### src/rtl/xcfp_pkg.sv
// Package for the XOR-checked command frame parser.
// Holds the parse phase type, result status codes and keyword bytes.
// No dependencies.
package xcfp_pkg;

  typedef enum logic [2:0] {
    PH_HDR1 = 3'd0,
    PH_HDR2 = 3'd1,
    PH_CMD  = 3'd2,
    PH_LEN  = 3'd3,
    PH_DATA = 3'd4,
    PH_SUM  = 3'd5
  } phase_t;

  typedef enum logic [2:0] {
    ST_HUNT = 3'd0,
    ST_ACC  = 3'd1,
    ST_DATA = 3'd2,
    ST_GOOD = 3'd3,
    ST_BAD  = 3'd4
  } status_t;

  typedef enum logic [1:0] {
    DOOR_NONE  = 2'd0,
    DOOR_OPEN  = 2'd1,
    DOOR_CLOSE = 2'd2
  } door_t;

  localparam int unsigned KEEP_BYTES = 5;
  localparam int unsigned KEEP_IDX_W = 3;

  localparam logic [7:0] KW_OPEN  [4] = '{8'h4F, 8'h50, 8'h45, 8'h4E};
  localparam logic [7:0] KW_CLOSE [5] = '{8'h43, 8'h4C, 8'h4F, 8'h53, 8'h45};

  localparam logic [7:0] HDR_FIRST_RST  = 8'hAA;
  localparam logic [7:0] HDR_SECOND_RST = 8'hDD;

  localparam logic CFG_HDR_FIRST  = 1'b0;
  localparam logic CFG_HDR_SECOND = 1'b1;

endpackage

### src/rtl/xor_checked_command_frame_parser.sv
// Top level of the XOR-checked command frame parser.
// Uses xcfp_pkg for phase, status and keyword definitions.
// The result is registered: it is valid in the cycle after the input transfer.
// Throughput: one byte per cycle unless a held result is not taken; the result register frees while a result is taken.
// Reset (rst_n low, synchronous): hunt for first header, counters, XOR,
// command, length and kept payload cleared; header bytes return to 0xAA and 0xDD.
module xor_checked_command_frame_parser
  import xcfp_pkg::*;
(
  input  logic        clk,
  input  logic        rst_n,
  input  logic        cfg_we,
  input  logic        cfg_index,
  input  logic [7:0]  cfg_wdata,
  input  logic        in_tvalid,
  output logic        in_tready,
  input  logic [7:0]  in_tdata,   // [7:0] rx_byte
  output logic        out_tvalid,
  input  logic        out_tready,
  output logic [31:0] out_tdata,  // [7:0] byte_out, [15:8] command,
                                  // [23:16] payload_len, [25:24] door_action
  output logic [2:0]  out_tuser   // [2:0] status
);

  logic [7:0] hdr_first_r;
  logic [7:0] hdr_second_r;
  phase_t     phase_r, phase_nxt;
  logic [7:0] bytes_read_r, bytes_read_nxt;
  logic [7:0] xor_r, xor_nxt;
  logic [7:0] cmd_r, cmd_nxt;
  logic [7:0] len_r, len_nxt;
  logic [7:0] lead_r [KEEP_BYTES];
  logic       lead_we;
  logic [7:0] bytes_inc;

  logic       out_valid_r;
  logic [7:0] byte_out_r;
  status_t    status_r, status_nxt;
  door_t      door_r, door_nxt;

  logic       accept;
  logic [7:0] b;
  logic       open_hit, close_hit;

  assign b         = in_tdata;
  assign in_tready = !out_valid_r || out_tready;
  assign accept    = in_tvalid && in_tready;
  assign bytes_inc = bytes_read_r + 8'd1;
  assign lead_we   = (phase_r == PH_DATA) && (bytes_read_r < 8'(KEEP_BYTES));

  always_comb begin
    open_hit = (len_r >= 8'd4);
    for (int i = 0; i < 4; i++) begin
      if (lead_r[i] != KW_OPEN[i]) open_hit = 1'b0;
    end
    close_hit = (len_r >= 8'd5);
    for (int i = 0; i < 5; i++) begin
      if (lead_r[i] != KW_CLOSE[i]) close_hit = 1'b0;
    end
  end

  always_comb begin
    phase_nxt = phase_r;
    unique case (phase_r)
      PH_HDR1: if (b == hdr_first_r) phase_nxt = PH_HDR2;
      PH_HDR2: phase_nxt = (b == hdr_second_r) ? PH_CMD : PH_HDR1;
      PH_CMD:  phase_nxt = PH_LEN;
      PH_LEN:  phase_nxt = (b == 8'd0) ? PH_SUM : PH_DATA;
      PH_DATA: if (bytes_inc >= len_r) phase_nxt = PH_SUM;
      PH_SUM:  phase_nxt = PH_HDR1;
      default: phase_nxt = PH_HDR1;
    endcase
  end

  always_comb begin
    bytes_read_nxt = bytes_read_r;
    xor_nxt        = xor_r;
    cmd_nxt        = cmd_r;
    len_nxt        = len_r;
    status_nxt     = ST_HUNT;
    door_nxt       = DOOR_NONE;
    unique case (phase_r)
      PH_HDR1: begin
        if (b == hdr_first_r) begin
          xor_nxt        = b;
          bytes_read_nxt = 8'd0;
          status_nxt     = ST_ACC;
        end
      end
      PH_HDR2: begin
        if (b == hdr_second_r) begin
          xor_nxt    = xor_r ^ b;
          status_nxt = ST_ACC;
        end else begin
          xor_nxt        = 8'd0;
          bytes_read_nxt = 8'd0;
        end
      end
      PH_CMD: begin
        cmd_nxt    = b;
        xor_nxt    = xor_r ^ b;
        status_nxt = ST_ACC;
      end
      PH_LEN: begin
        len_nxt        = b;
        xor_nxt        = xor_r ^ b;
        bytes_read_nxt = 8'd0;
        status_nxt     = ST_ACC;
      end
      PH_DATA: begin
        xor_nxt        = xor_r ^ b;
        bytes_read_nxt = bytes_inc;
        status_nxt     = ST_DATA;
      end
      PH_SUM: begin
        if (b == xor_r) begin
          status_nxt = ST_GOOD;
          if (open_hit)       door_nxt = DOOR_OPEN;
          else if (close_hit) door_nxt = DOOR_CLOSE;
        end else begin
          status_nxt = ST_BAD;
        end
        xor_nxt        = 8'd0;
        bytes_read_nxt = 8'd0;
      end
      default: begin
        xor_nxt        = 8'd0;
        bytes_read_nxt = 8'd0;
      end
    endcase
  end

  always_ff @(posedge clk) begin
    if (!rst_n) begin
      hdr_first_r  <= HDR_FIRST_RST;
      hdr_second_r <= HDR_SECOND_RST;
    end else if (cfg_we) begin
      if (cfg_index == CFG_HDR_FIRST) hdr_first_r  <= cfg_wdata;
      else                            hdr_second_r <= cfg_wdata;
    end
  end

  always_ff @(posedge clk) begin
    if (!rst_n) begin
      phase_r      <= PH_HDR1;
      bytes_read_r <= 8'd0;
      xor_r        <= 8'd0;
      cmd_r        <= 8'd0;
      len_r        <= 8'd0;
      for (int i = 0; i < KEEP_BYTES; i++) lead_r[i] <= 8'd0;
    end else if (accept) begin
      phase_r      <= phase_nxt;
      bytes_read_r <= bytes_read_nxt;
      xor_r        <= xor_nxt;
      cmd_r        <= cmd_nxt;
      len_r        <= len_nxt;
      if (lead_we) lead_r[bytes_read_r[KEEP_IDX_W-1:0]] <= b;
    end
  end

  always_ff @(posedge clk) begin
    if (!rst_n) begin
      out_valid_r <= 1'b0;
    end else if (in_tready) begin
      out_valid_r <= in_tvalid;
    end
  end

  always_ff @(posedge clk) begin
    if (accept) begin
      byte_out_r <= b;
      status_r   <= status_nxt;
      door_r     <= door_nxt;
    end
  end

  assign out_tvalid = out_valid_r;
  assign out_tuser  = status_r;
  assign out_tdata  = {6'd0, door_r, len_r, cmd_r, byte_out_r};

  a_reset_hunt: assert property (@(posedge clk) !rst_n |=> phase_r == PH_HDR1)
    else $error("phase not cleared by reset");

  a_sum_restart: assert property (@(posedge clk) disable iff (!rst_n)
    accept && phase_r == PH_SUM |=> phase_r == PH_HDR1 && xor_r == 8'd0)
    else $error("checksum byte did not restart hunting");

  a_data_count: assert property (@(posedge clk) disable iff (!rst_n)
    phase_r == PH_DATA |-> bytes_read_r < len_r)
    else $error("payload count reached length inside payload phase");

  a_door_good: assert property (@(posedge clk) disable iff (!rst_n)
    out_tvalid && door_r != DOOR_NONE |-> status_r == ST_GOOD)
    else $error("door action without good frame");

  a_ready_free: assert property (@(posedge clk) disable iff (!rst_n)
    !out_valid_r |-> in_tready)
    else $error("input stalled with empty result register");

endmodule
### config.mk
export PLATFORM = sky130hd
export DESIGN_NAME = xor_checked_command_frame_parser
export DESIGN_NICKNAME = d
export VERILOG_FILES = /design/src/rtl/xcfp_pkg.sv /design/src/rtl/xor_checked_command_frame_parser.sv
export SDC_FILE = /design/constraint.sdc
export NUM_CORES = 1
export LEC_CHECK = 0
export ABC_AREA = 0
export BUFFER_PORTS_ARGS = -buffer_cell sky130_fd_sc_hd__buf_4
export CORE_MARGIN = 2
export CORE_UTILIZATION = 63
export CTS_CLUSTER_DIAMETER = 60
export DETAILED_ROUTE_END_ITERATION = 7
export PLACE_DENSITY = 0.82
export RECOVER_POWER = 100
export SYNTH_ARGS = -nofsm -noshare
export SYNTH_HDL_FRONTEND = slang
export SYNTH_SLANG_ARGS = --single-unit
### constraint.sdc
create_clock -name clk -period 6.8 [get_ports clk]
set_input_delay 0.68 -clock clk [delete_from_list [all_inputs] [get_ports clk]]
set_output_delay 0.68 -clock clk [all_outputs]
set_load 0.01 [all_outputs]
==> impl_metrics.json, run 1 <==
{
  "coreArea_um2": 7770,
  "clkTransAtPathRegs_ps": 110,
  "rr_worst_depth": 5,
  "synth_edf_count": 53,
  "hold_path_class": "reg -> reg",
  "worst_pin_slew_ps": 2090,
  "hold_viol_final": 0,
  "antenna_left": 0,
  "post-synth-top-area-cell": "edfxtp_1",
  "dr.pass1.iters": 5,
  "setup_viol": 0,
  "initial_utilization_pct": 65.5,
  "antenna_found_initial": 0,
  "violations": "capacitance limit, slew limit",
  "final_core_util_pct": 70.1,
  "yosys_warnings": 0,
  "htree_levels": 3,
  "grt_remaining_overflow": 0,
  "yosys_register_bits": 105,
  "start_kind": "input port",
  "cts_sinks": 105,
  "critPathMaxFanout": 55,
  "cts_root_buf": "clkbuf_8",
  "worstSetupStartpoint": "rst_n",
  "finalSetupTns_ps": 0,
  "outcome": "complete, but fails checks",
  "p_leak_nw": 2.11,
  "ys_top_cells_by_count": "nand2_1 (58), edfxtp_1 (53), dfxtp_1 (52)",
  "worst_slew_margin_rel_pct": -39.7,
  "die_x_um": 93.9,
  "dp_hpwl_mm": 7.77,
  "dp_cells": 614,
  "wl_mm": 11.2,
  "track_usage_pct": 27.0,
  "place_ws_ps": 3850,
  "final_cells": 630,
  "post_cts_resized": 0,
  "die_area_um2": 8820,
  "required_ps": 6830,
  "num_antenna_cells": 0,
  "timing.final.crit_share_pct": 59.6,
  "yosysMostFrequentCell": "nand2_1",
  "dieHeight_um": 93.9,
  "ctsLongestPathBuffers": 2,
  "drt_iter0_markers": 260,
  "yosys.cell_types.count": 51,
  "final_nets": 555,
  "max_freq_mhz": 247,
  "synth_area_um2": 5090,
  "cts_setup_buffers": 0,
  "io_buffers": 52,
  "hold-path-cell-count": 2,
  "rsz0062_at_grt": "false",
  "crit_type": "in -> reg",
  "io_pins": 59,
  "area_growth_syn_to_layout_pct": 6.93,
  "min-delay-start": "hdr_second_r[7]$_SDFFE_PN1P_",
  "grt_max_degree": 56,
  "period_minus_slack_ps": 4050,
  "netlist_instances": 487,
  "reg2reg_slack_ps": 3540,
  "synth_top_area_share_pct": 31.3,
  "grt_pass1_wl_mm": 17.9,
  "via_count": 3676,
  "routedWlPerCell_um": 17.7,
  "p_per_area_nw_per_um2": 210,
  "crit_path_end_kind": "flip-flop",
  "ys.flop_type": "edfxtp_1",
  "syn_avg_cell_area_um2": 10.5,
  "seq_area_frac_synth_pct": 51.7,
  "clock_skew_ps": 15.6,
  "drv_cap": 1,
  "hold_buffers": 0,
  "hold_end": "hdr_second_r[7]$_SDFFE_PN1P_",
  "num_rows": 32,
  "gp_congestion": 0.855,
  "rr_endpoint": "lead_r[1][7]$_SDFFCE_PN0P_",
  "async_flop_share_pct": 0,
  "drive_gt1_share_pct": 6.44,
  "setup_ws_ps": 2750,
  "vias_per_cell": 5.83,
  "drc": 0,
  "arrival_ps": 4080,
  "grt_pass1_vias": 3483,
  "numCtsBuffers": 9,
  "maxSlewViolCount": 56,
  "vdd_drop_max_v": 0.000109,
  "tritoncts": "yes",
  "timing.rr.start": "phase_r[2]$_SDFFE_PN0P_",
  "synth.area.top_cells": "edfxtp_1 (31%), dfxtp_1 (20%), and2_1 (5.2%)",
  "clock_latency_ps": 370
}
==> cell type report <==
cell class | count | area [um2]
sequential | 105 | 2630
fill | 634 | 2320
multi-input combinational | 343 | 2220
timing repair buffer | 52 | 240
clock buffer | 10 | 128
tap | 102 | 128
clock inverter | 6 | 48.8
inverter | 12 | 45.0
==> state kept, by name, summed over array words and instances (netlist names) <==
name	flops
door_r	2
xor_r	8
hdr_first_r	8
cmd_r	8
lead_r	40
byte_out_r	8
out_tvalid	1
out_tuser	3
phase_r	3
len_r	8
hdr_second_r	8
bytes_read_r	8
==> per-stage QoR <==
stage	hold slack, ps	area [um2]	total power, mW
final	485	5440	1.14
after global routing	508	5440	1.19
after CTS	489	5640	1.15
after detailed placement	473	5460	0.804
after global placement	462	5460	0.801
after floorplan	455	5110	0.769
==> logic make-up after synthesis <==
family	after synthesis	share of synthesized area [%]
AND/OR/NAND/NOR	231	25.8
multiplexers	19	3.74
flip-flops	105	51.7
XOR/XNOR	22	3.78
AO/OA/AOI/OAI	55	8.33
adder cells (fa/ha/maj)	10	2.46
other	1	0.0737
buffers and inverters	44	4.15
==> power by group <==
group | switching [mW] | internal (mW)
combinational | 0.0596 | 0.0294
sequential | 0.0102 | 0.685
clock | 0.221 | 0.138
total | 0.291 | 0.853
==> worst max-delay path, cell delays in order <==
cell and delay, ps:
clkbuf_1 1460, nor4b_1 360, nand3_1 160, or3_1 380
nor3_1 600, nand2b_1 430
==> worst max path at each step <==
stage,to,slack [ps],cells past startpoint
5_1_grt,lead_r[1][3]$_SDFFCE_PN0P_,2380,6
4_1_cts,lead_r[1][1]$_SDFFCE_PN0P_,3960,5
2_1_floorplan,lead_r[1][0]$_SDFFCE_PN0P_,4400,6
3_3_place_gp,lead_r[1][2]$_SDFFCE_PN0P_,3920,6
6_report,lead_r[1][7]$_SDFFCE_PN0P_,2750,6
3_5_place_dp,lead_r[1][1]$_SDFFCE_PN0P_,3850,6
==> per-layer routing <==
metal / global-route usage [%] / up-vias / wire (um) / part of all wire [%]
li1: - / 1798 / - / -
met1: 36.0 / 1750 / 4720 / 42
met2: 45.7 / 107 / 5630 / 50
met3: 3.69 / 21 / 579 / 5.2
met4: 8.45 / 0 / 235 / 2.1
met5: 0 / - / 0 / 0
==> placed cells by master, fill, tap and decap left out, types with 9 or more instances in the layout <==
cell type and count:
nor3_1 11, edfxtp_1 53, xor2_1 20, mux2i_1 19
nand3_1 25, nand2_1 58, and3_1 10, and2_1 12
inv_1 11, ha_1 10, dfxtp_1 52, buf_4 11
and2_0 30, a21oi_1 9, nor2b_1 20, nor2_1 26
clkbuf_8 9, clkbuf_1 41
Power figures use the tool's default switching activity.
==> run 2, diff against run 1 <==
--- a/config.mk
+++ b/config.mk
@@ -8,10 +8,10 @@
 export ABC_AREA = 0
 export BUFFER_PORTS_ARGS = -buffer_cell sky130_fd_sc_hd__buf_4
 export CORE_MARGIN = 2
-export CORE_UTILIZATION = 63
+export CORE_UTILIZATION = 53
 export CTS_CLUSTER_DIAMETER = 60
 export DETAILED_ROUTE_END_ITERATION = 7
-export PLACE_DENSITY = 0.82
+export PLACE_DENSITY = 0.73
 export RECOVER_POWER = 100
 export SYNTH_ARGS = -nofsm -noshare
 export SYNTH_HDL_FRONTEND = slang
==> constraint.sdc (replaced) <==
create_clock -name clk -period 3.4 [get_ports clk]
set_input_delay 0.34 -clock clk [delete_from_list [all_inputs] [get_ports clk]]
set_output_delay 0.34 -clock clk [all_outputs]
set_load 0.01 [all_outputs]
==> impl_metrics.json, run 2 (same netlist as run 1, synthesis figures left out) <==
{
  "final_area_um2": 5530,
  "io_pins": 59,
  "worst_pin_slew_ps": 2160,
  "grt_max_degree": 55,
  "rsz0062_at_grt": "false",
  "drc": 0,
  "final_nets": 556,
  "slowest_delay_ps": 550,
  "required_ps": 3430,
  "path_depth": 5,
  "area_growth_syn_to_layout_pct": 8.70,
  "clockPowerShare_pct": 34.5,
  "cts_root_buf": "clkbuf_8",
  "vias_per_cell": 5.56,
  "seqPwrFrac_pct": 58.2,
  "nFillCells": 861,
  "htree_levels": 3,
  "gp_congestion": 0.908,
  "largest_register_ff_count": 40,
  "slowest_stage": "nor3b_4",
  "routedWlPerCell_um": 17.0,
  "drv_cap": 1,
  "top_register": "lead_r",
  "initial_utilization_pct": 54.8,
  "tritoncts": "yes",
  "ctsLongestPathBuffers": 2,
  "cts_sinks": 105,
  "drt_iter0_markers": 175,
  "combinationalPowerShare_pct": 7.4,
  "clkTransAtPathRegs_ps": 100,
  "num_antenna_cells": 0,
  "dr.pass1.iters": 5,
  "cp_top_family": "simple AND/OR/NAND/NOR gates",
  "grt_pass1_vias": 3397,
  "dp_hpwl_mm": 7.70,
  "track_usage_pct": 22.4,
  "path_buf_inv": 0,
  "crit_chain": "nor3b_4 > nand3_1 > or3_4 > nor3_4 > nand2b_1",
  "regArea_um2": 2630,
  "max_freq_mhz": 346,
  "power_switching_share_pct": 25.4,
  "hold_buffers": 0,
  "die_area_um2": 10400,
  "crit_type": "reg -> reg",
  "arrival_ps": 2920,
  "layout_common_cells": "nand2_1 (58), edfxtp_1 (53), dfxtp_1 (52)",
  "wl_mm": 11.2,
  "outcome": "complete, but fails checks",
  "rr_worst_depth": 5,
  "p_leak_nw": 2.15,
  "p_switching_mw": 0.607,
  "violations": "capacitance limit, slew limit",
  "drive_gt1_share_pct": 6.99,
  "maxSlewViolCount": 55,
  "multi_input_area_um2": 2240,
  "antenna_left": 0,
  "layout_commonest_cell": "nand2_1",
  "post_cts_resized": 0,
  "setup_viol": 0,
  "start_kind": "flip-flop",
  "numCtsBuffers": 9,
  "hold_path_class": "in -> reg",
  "vdd_drop_max_v": 0.000193,
  "hold_viol_final": 0,
  "p_per_area_nw_per_um2": 432,
  "internal_power_mw": 1.78,
  "dpl_cell_area_um2": 5500,
  "cts_setup_buffers": 0,
  "dieHeight_um": 102,
  "timing.final.crit_share_pct": 84.9,
  "total_power_mw": 2.39,
  "grt_pass1_wl_mm": 17.6,
  "clock_latency_ps": 380,
  "worst_slew_margin_rel_pct": -43.7,
  "crit_path_end_kind": "flip-flop",
  "grt_remaining_overflow": 0,
  "die_x_um": 102,
  "io_buffers": 52,
  "clock_skew_ps": 12.2,
  "num_rows": 35,
  "critPathMaxFanout": 15,
  "antenna_found_initial": 0,
  "hold-path-cell-count": 3,
  "period_minus_slack_ps": 2890,
  "via_count": 3658,
  "coreArea_um2": 9280,
  "finalSetupTns_ps": 0
}
run 2: path summary, 6_finish.rpt:
path	slack, ps	start	endpoint
setup reg to reg	510	phase_r[2]$_SDFFE_PN0P_	lead_r[2][6]$_SDFFCE_PN0P_
hold / removal	180	cfg_wdata[6]	hdr_second_r[6]$_SDFFE_PN1P_
hold reg to reg	490	hdr_first_r[1]$_SDFFE_PN1P_	hdr_first_r[1]$_SDFFE_PN1P_
setup / recovery	510	phase_r[2]$_SDFFE_PN0P_	lead_r[2][6]$_SDFFCE_PN0P_
run 2: worst min-delay path, stage by stage:
cell	delay, ps
buf_4	80
nand2_1	40
nand3_1	60
run 2: final cells by class:
type	instances	area share, %
Tap cell	129	2.92
Multi-Input combinational cell	343	40.5
Clock buffer	9	2.24
Inverter	12	0.814
Clock inverter	7	1.54
Sequential cell	105	47.6
Timing Repair Buffer	53	4.41
run 2: power groups by stage:
stage          logic [mW]  clock network [mW]  registers [mW]
4_1_cts             0.193               0.827            1.39
5_1_grt             0.195               0.866            1.40
2_1_floorplan       0.119                   0            1.42
3_3_place_gp        0.189                   0            1.42
3_5_place_dp        0.192                   0            1.42
6_report            0.176               0.824            1.39
run 2: metal layers:
| metal | up-vias | GRT usage (%) | wire [um] |
|---|---|---|---|
| li1 | 1789 | - | - |
| met1 | 1746 | 29.1 | 4850 |
| met2 | 101 | 38.2 | 5640 |
| met3 | 22 | 2.94 | 477 |
| met4 | 0 | 9.03 | 238 |
| met5 | - | 0 | 0 |
run 2: through the flow:
stage | hold WS [ps] | setup WS, ps | util (%) | instances
global placement | 465 | 819 | 59.3 | 642
detailed placement | 476 | 673 | 59.3 | 642
CTS | 174 | 655 | 61.5 | 658
global route | 184 | 265 | 59.6 | 658
finish | 176 | 514 | 59.6 | 658
floorplan | 439 | 1090 | - | 492
==> run 3, diff against run 2 <==
--- a/config.mk
+++ b/config.mk
@@ -5,13 +5,13 @@
 export SDC_FILE = /design/constraint.sdc
 export NUM_CORES = 1
 export LEC_CHECK = 0
-export ABC_AREA = 0
+export ABC_AREA = 1
 export BUFFER_PORTS_ARGS = -buffer_cell sky130_fd_sc_hd__buf_4
 export CORE_MARGIN = 2
-export CORE_UTILIZATION = 53
+export CORE_UTILIZATION = 58
 export CTS_CLUSTER_DIAMETER = 60
 export DETAILED_ROUTE_END_ITERATION = 7
-export PLACE_DENSITY = 0.73
+export PLACE_DENSITY = 0.76
 export RECOVER_POWER = 100
 export SYNTH_ARGS = -nofsm -noshare
 export SYNTH_HDL_FRONTEND = slang
==> constraint.sdc (replaced) <==
create_clock -name clk -period 2.8 [get_ports clk]
set_input_delay 0.28 -clock clk [delete_from_list [all_inputs] [get_ports clk]]
set_output_delay 0.28 -clock clk [all_outputs]
set_load 0.01 [all_outputs]
==> impl_metrics.json, run 3 <==
{
  "antenna_left": 0,
  "post-synth-top-area-cell": "edfxtp_1",
  "async_flop_share_pct": 0,
  "start_kind": "flip-flop",
  "yosys.cell_types.count": 40,
  "drive_gt1_share_pct": 9.77,
  "cts_sinks": 105,
  "arrival_ps": 2650,
  "slowest_stage": "dfxtp_1",
  "slowest_delay_ps": 460,
  "ctsLongestPathBuffers": 2,
  "timing.final.crit_share_pct": 85.2,
  "largest_register_ff_count": 40,
  "io_pins": 59,
  "vias_per_cell": 5.33,
  "ys.flop_type": "edfxtp_1",
  "yosys_register_bits": 105,
  "top_register": "lead_r",
  "num_rows": 34,
  "internal_power_mw": 2.11,
  "layout_common_cells": "nand2_1 (134), nor2_1 (91), inv_1 (54)",
  "hold_buffers": 0,
  "p_leak_nw": 2.33,
  "die_area_um2": 9660,
  "hold_viol_final": 0,
  "seq_area_frac_synth_pct": 51.0,
  "antenna_found_initial": 0,
  "clockPowerShare_pct": 30.6,
  "htree_levels": 3,
  "syn_avg_cell_area_um2": 8.58,
  "dp_cells": 747,
  "yosysMostFrequentCell": "nand2_1",
  "seqPwrFrac_pct": 58.3,
  "drc": 0,
  "netlist_instances": 601,
  "period_minus_slack_ps": 2390,
  "critPathMaxFanout": 7,
  "layout_commonest_cell": "nand2_1",
  "hold_path_class": "in -> reg",
  "synth_edf_count": 53,
  "path_buf_inv": 1,
  "clock_latency_ps": 370,
  "cp_top_family": "simple AND/OR/NAND/NOR gates",
  "finalSetupTns_ps": 0,
  "dieHeight_um": 98.3,
  "required_ps": 3060,
  "routedWlPerCell_um": 15.0,
  "crit_path_frequent_cell": "nor2_1",
  "vdd_drop_max_v": 0.000349,
  "drv_cap": 0,
  "p_per_area_nw_per_um2": 523,
  "worst_pin_slew_ps": 1090,
  "drt_iter0_markers": 212,
  "synth_area_um2": 5160,
  "clock_skew_ps": 12.6,
  "maxSlewViolCount": 0,
  "area_growth_syn_to_layout_pct": 8.10,
  "io_buffers": 52,
  "track_usage_pct": 24.4,
  "post_cts_resized": 0,
  "dp_hpwl_mm": 8.18,
  "ys_top_cells_by_count": "nand2_1 (132), nor2_1 (87), edfxtp_1 (53), inv_1 (53), dfxtp_1 (52)",
  "grt_pass1_vias": 3936,
  "crit_type": "reg -> reg",
  "num_antenna_cells": 0,
  "total_power_mw": 2.92,
  "outcome": "finished, final reports clean",
  "combinationalPowerShare_pct": 11.0,
  "grt_pass1_wl_mm": 18.7,
  "dr.pass1.iters": 5,
  "cts_root_buf": "clkbuf_8",
  "cts_setup_buffers": 0,
  "crit_chain": "nand3_1 > nor2_1 > nand3_1 > nand3b_1 > nand2_1 > inv_1 > ha_1 > nand2_1 > nor2_1 > nand4_1 > nand4_1 > nand3_1 > nor2_1 > nor2_1",
  "die_x_um": 98.3,
  "numCtsBuffers": 9,
  "gp_congestion": 1.00,
  "worst_slew_margin_rel_pct": 26.7,
  "power_switching_share_pct": 27.5,
  "setup_viol": 0,
  "tritoncts": "yes",
  "coreArea_um2": 8680,
  "wl_mm": 11.4,
  "clkTransAtPathRegs_ps": 110,
  "synth_top_area_share_pct": 30.9,
  "max_freq_mhz": 419,
  "final_nets": 682,
  "nFillCells": 771,
  "initial_utilization_pct": 59.4,
  "grt_remaining_overflow": 0,
  "yosys_warnings": 0,
  "grt_max_degree": 48,
  "synth.area.top_cells": "edfxtp_1 (31%), dfxtp_1 (20%), nand2_1 (9.6%)",
  "crit_path_end_kind": "flip-flop",
  "via_count": 4070,
  "final_cells": 763,
  "rsz0062_at_grt": "false",
  "p_switching_mw": 0.803
}
==> run 3: layer usage <==
metal	global-route usage, %	part of all wire [%]
met5	0	0
met4	7.69	1.7
met3	3.36	4.9
met2	41.5	49
met1	32.5	44
==> run 3: worst paths after layout <==
check / from / to / slack, ps / depth (start not counted)
worst max-delay path: bytes_read_r[2]$_SDFFE_PN0P_ / phase_r[0]$_SDFFE_PN0P_ / 410 / 14
worst min-delay path: cfg_wdata[5] / hdr_first_r[5]$_SDFFE_PN1P_ / 130 / 3
worst max register to register: bytes_read_r[2]$_SDFFE_PN0P_ / phase_r[0]$_SDFFE_PN0P_ / 410 / 14
worst min register to register: hdr_second_r[5]$_SDFFE_PN0P_ / hdr_second_r[5]$_SDFFE_PN0P_ / 480 / 2
==> run 3: worst min-delay path, stage by stage <==
cell     delay, ps
buf_4           80
nand2_1         40
nand3_1         60
==> run 3: cell type report <==
class,instances,area [um2],share of cell area (%)
clock inverter,7,61.3,1.10
sequential,105,2630,47.2
inverter,65,248,4.44
tap,108,135,2.42
clock buffer,9,124,2.22
timing repair buffer,54,259,4.65
multi-input combinational,415,2120,37.9
==> run 3: power by group through the flow <==
stage / sequential (mW) / combinational, mW / clock, mW
5_1_grt: 1.71 / 0.361 / 0.963
6_report: 1.70 / 0.322 / 0.893
3_5_place_dp: 1.74 / 0.340 / 0
3_3_place_gp: 1.73 / 0.332 / 0
4_1_cts: 1.70 / 0.341 / 0.905
2_1_floorplan: 1.73 / 0.235 / 0
==> run 3: metrics by stage <==
stage                     hold WS [ps]  utilization [%]  worst slack [ps]  instance area (um2)
after floorplan                    379                -               702                 5180
after global placement             456             64.4               594                 5590
after detailed placement           464             64.4               457                 5590
after CTS                          124             66.5               439                 5770
after global routing               123             64.2               104                 5580
final                              125             64.2               415                 5580
==> run 3: kinds of logic after synthesis <==
kind of cell             Yosys count  synth area share [%]
AND/OR/NAND/NOR                  311                  28.3
flip-flops                       105                  51.0
buffers and inverters             86                  7.35
AO/OA/AOI/OAI                     68                  7.40
XOR/XNOR                          20                  3.40
adder cells (fa/ha/maj)           10                  2.43
other                              1                0.0727
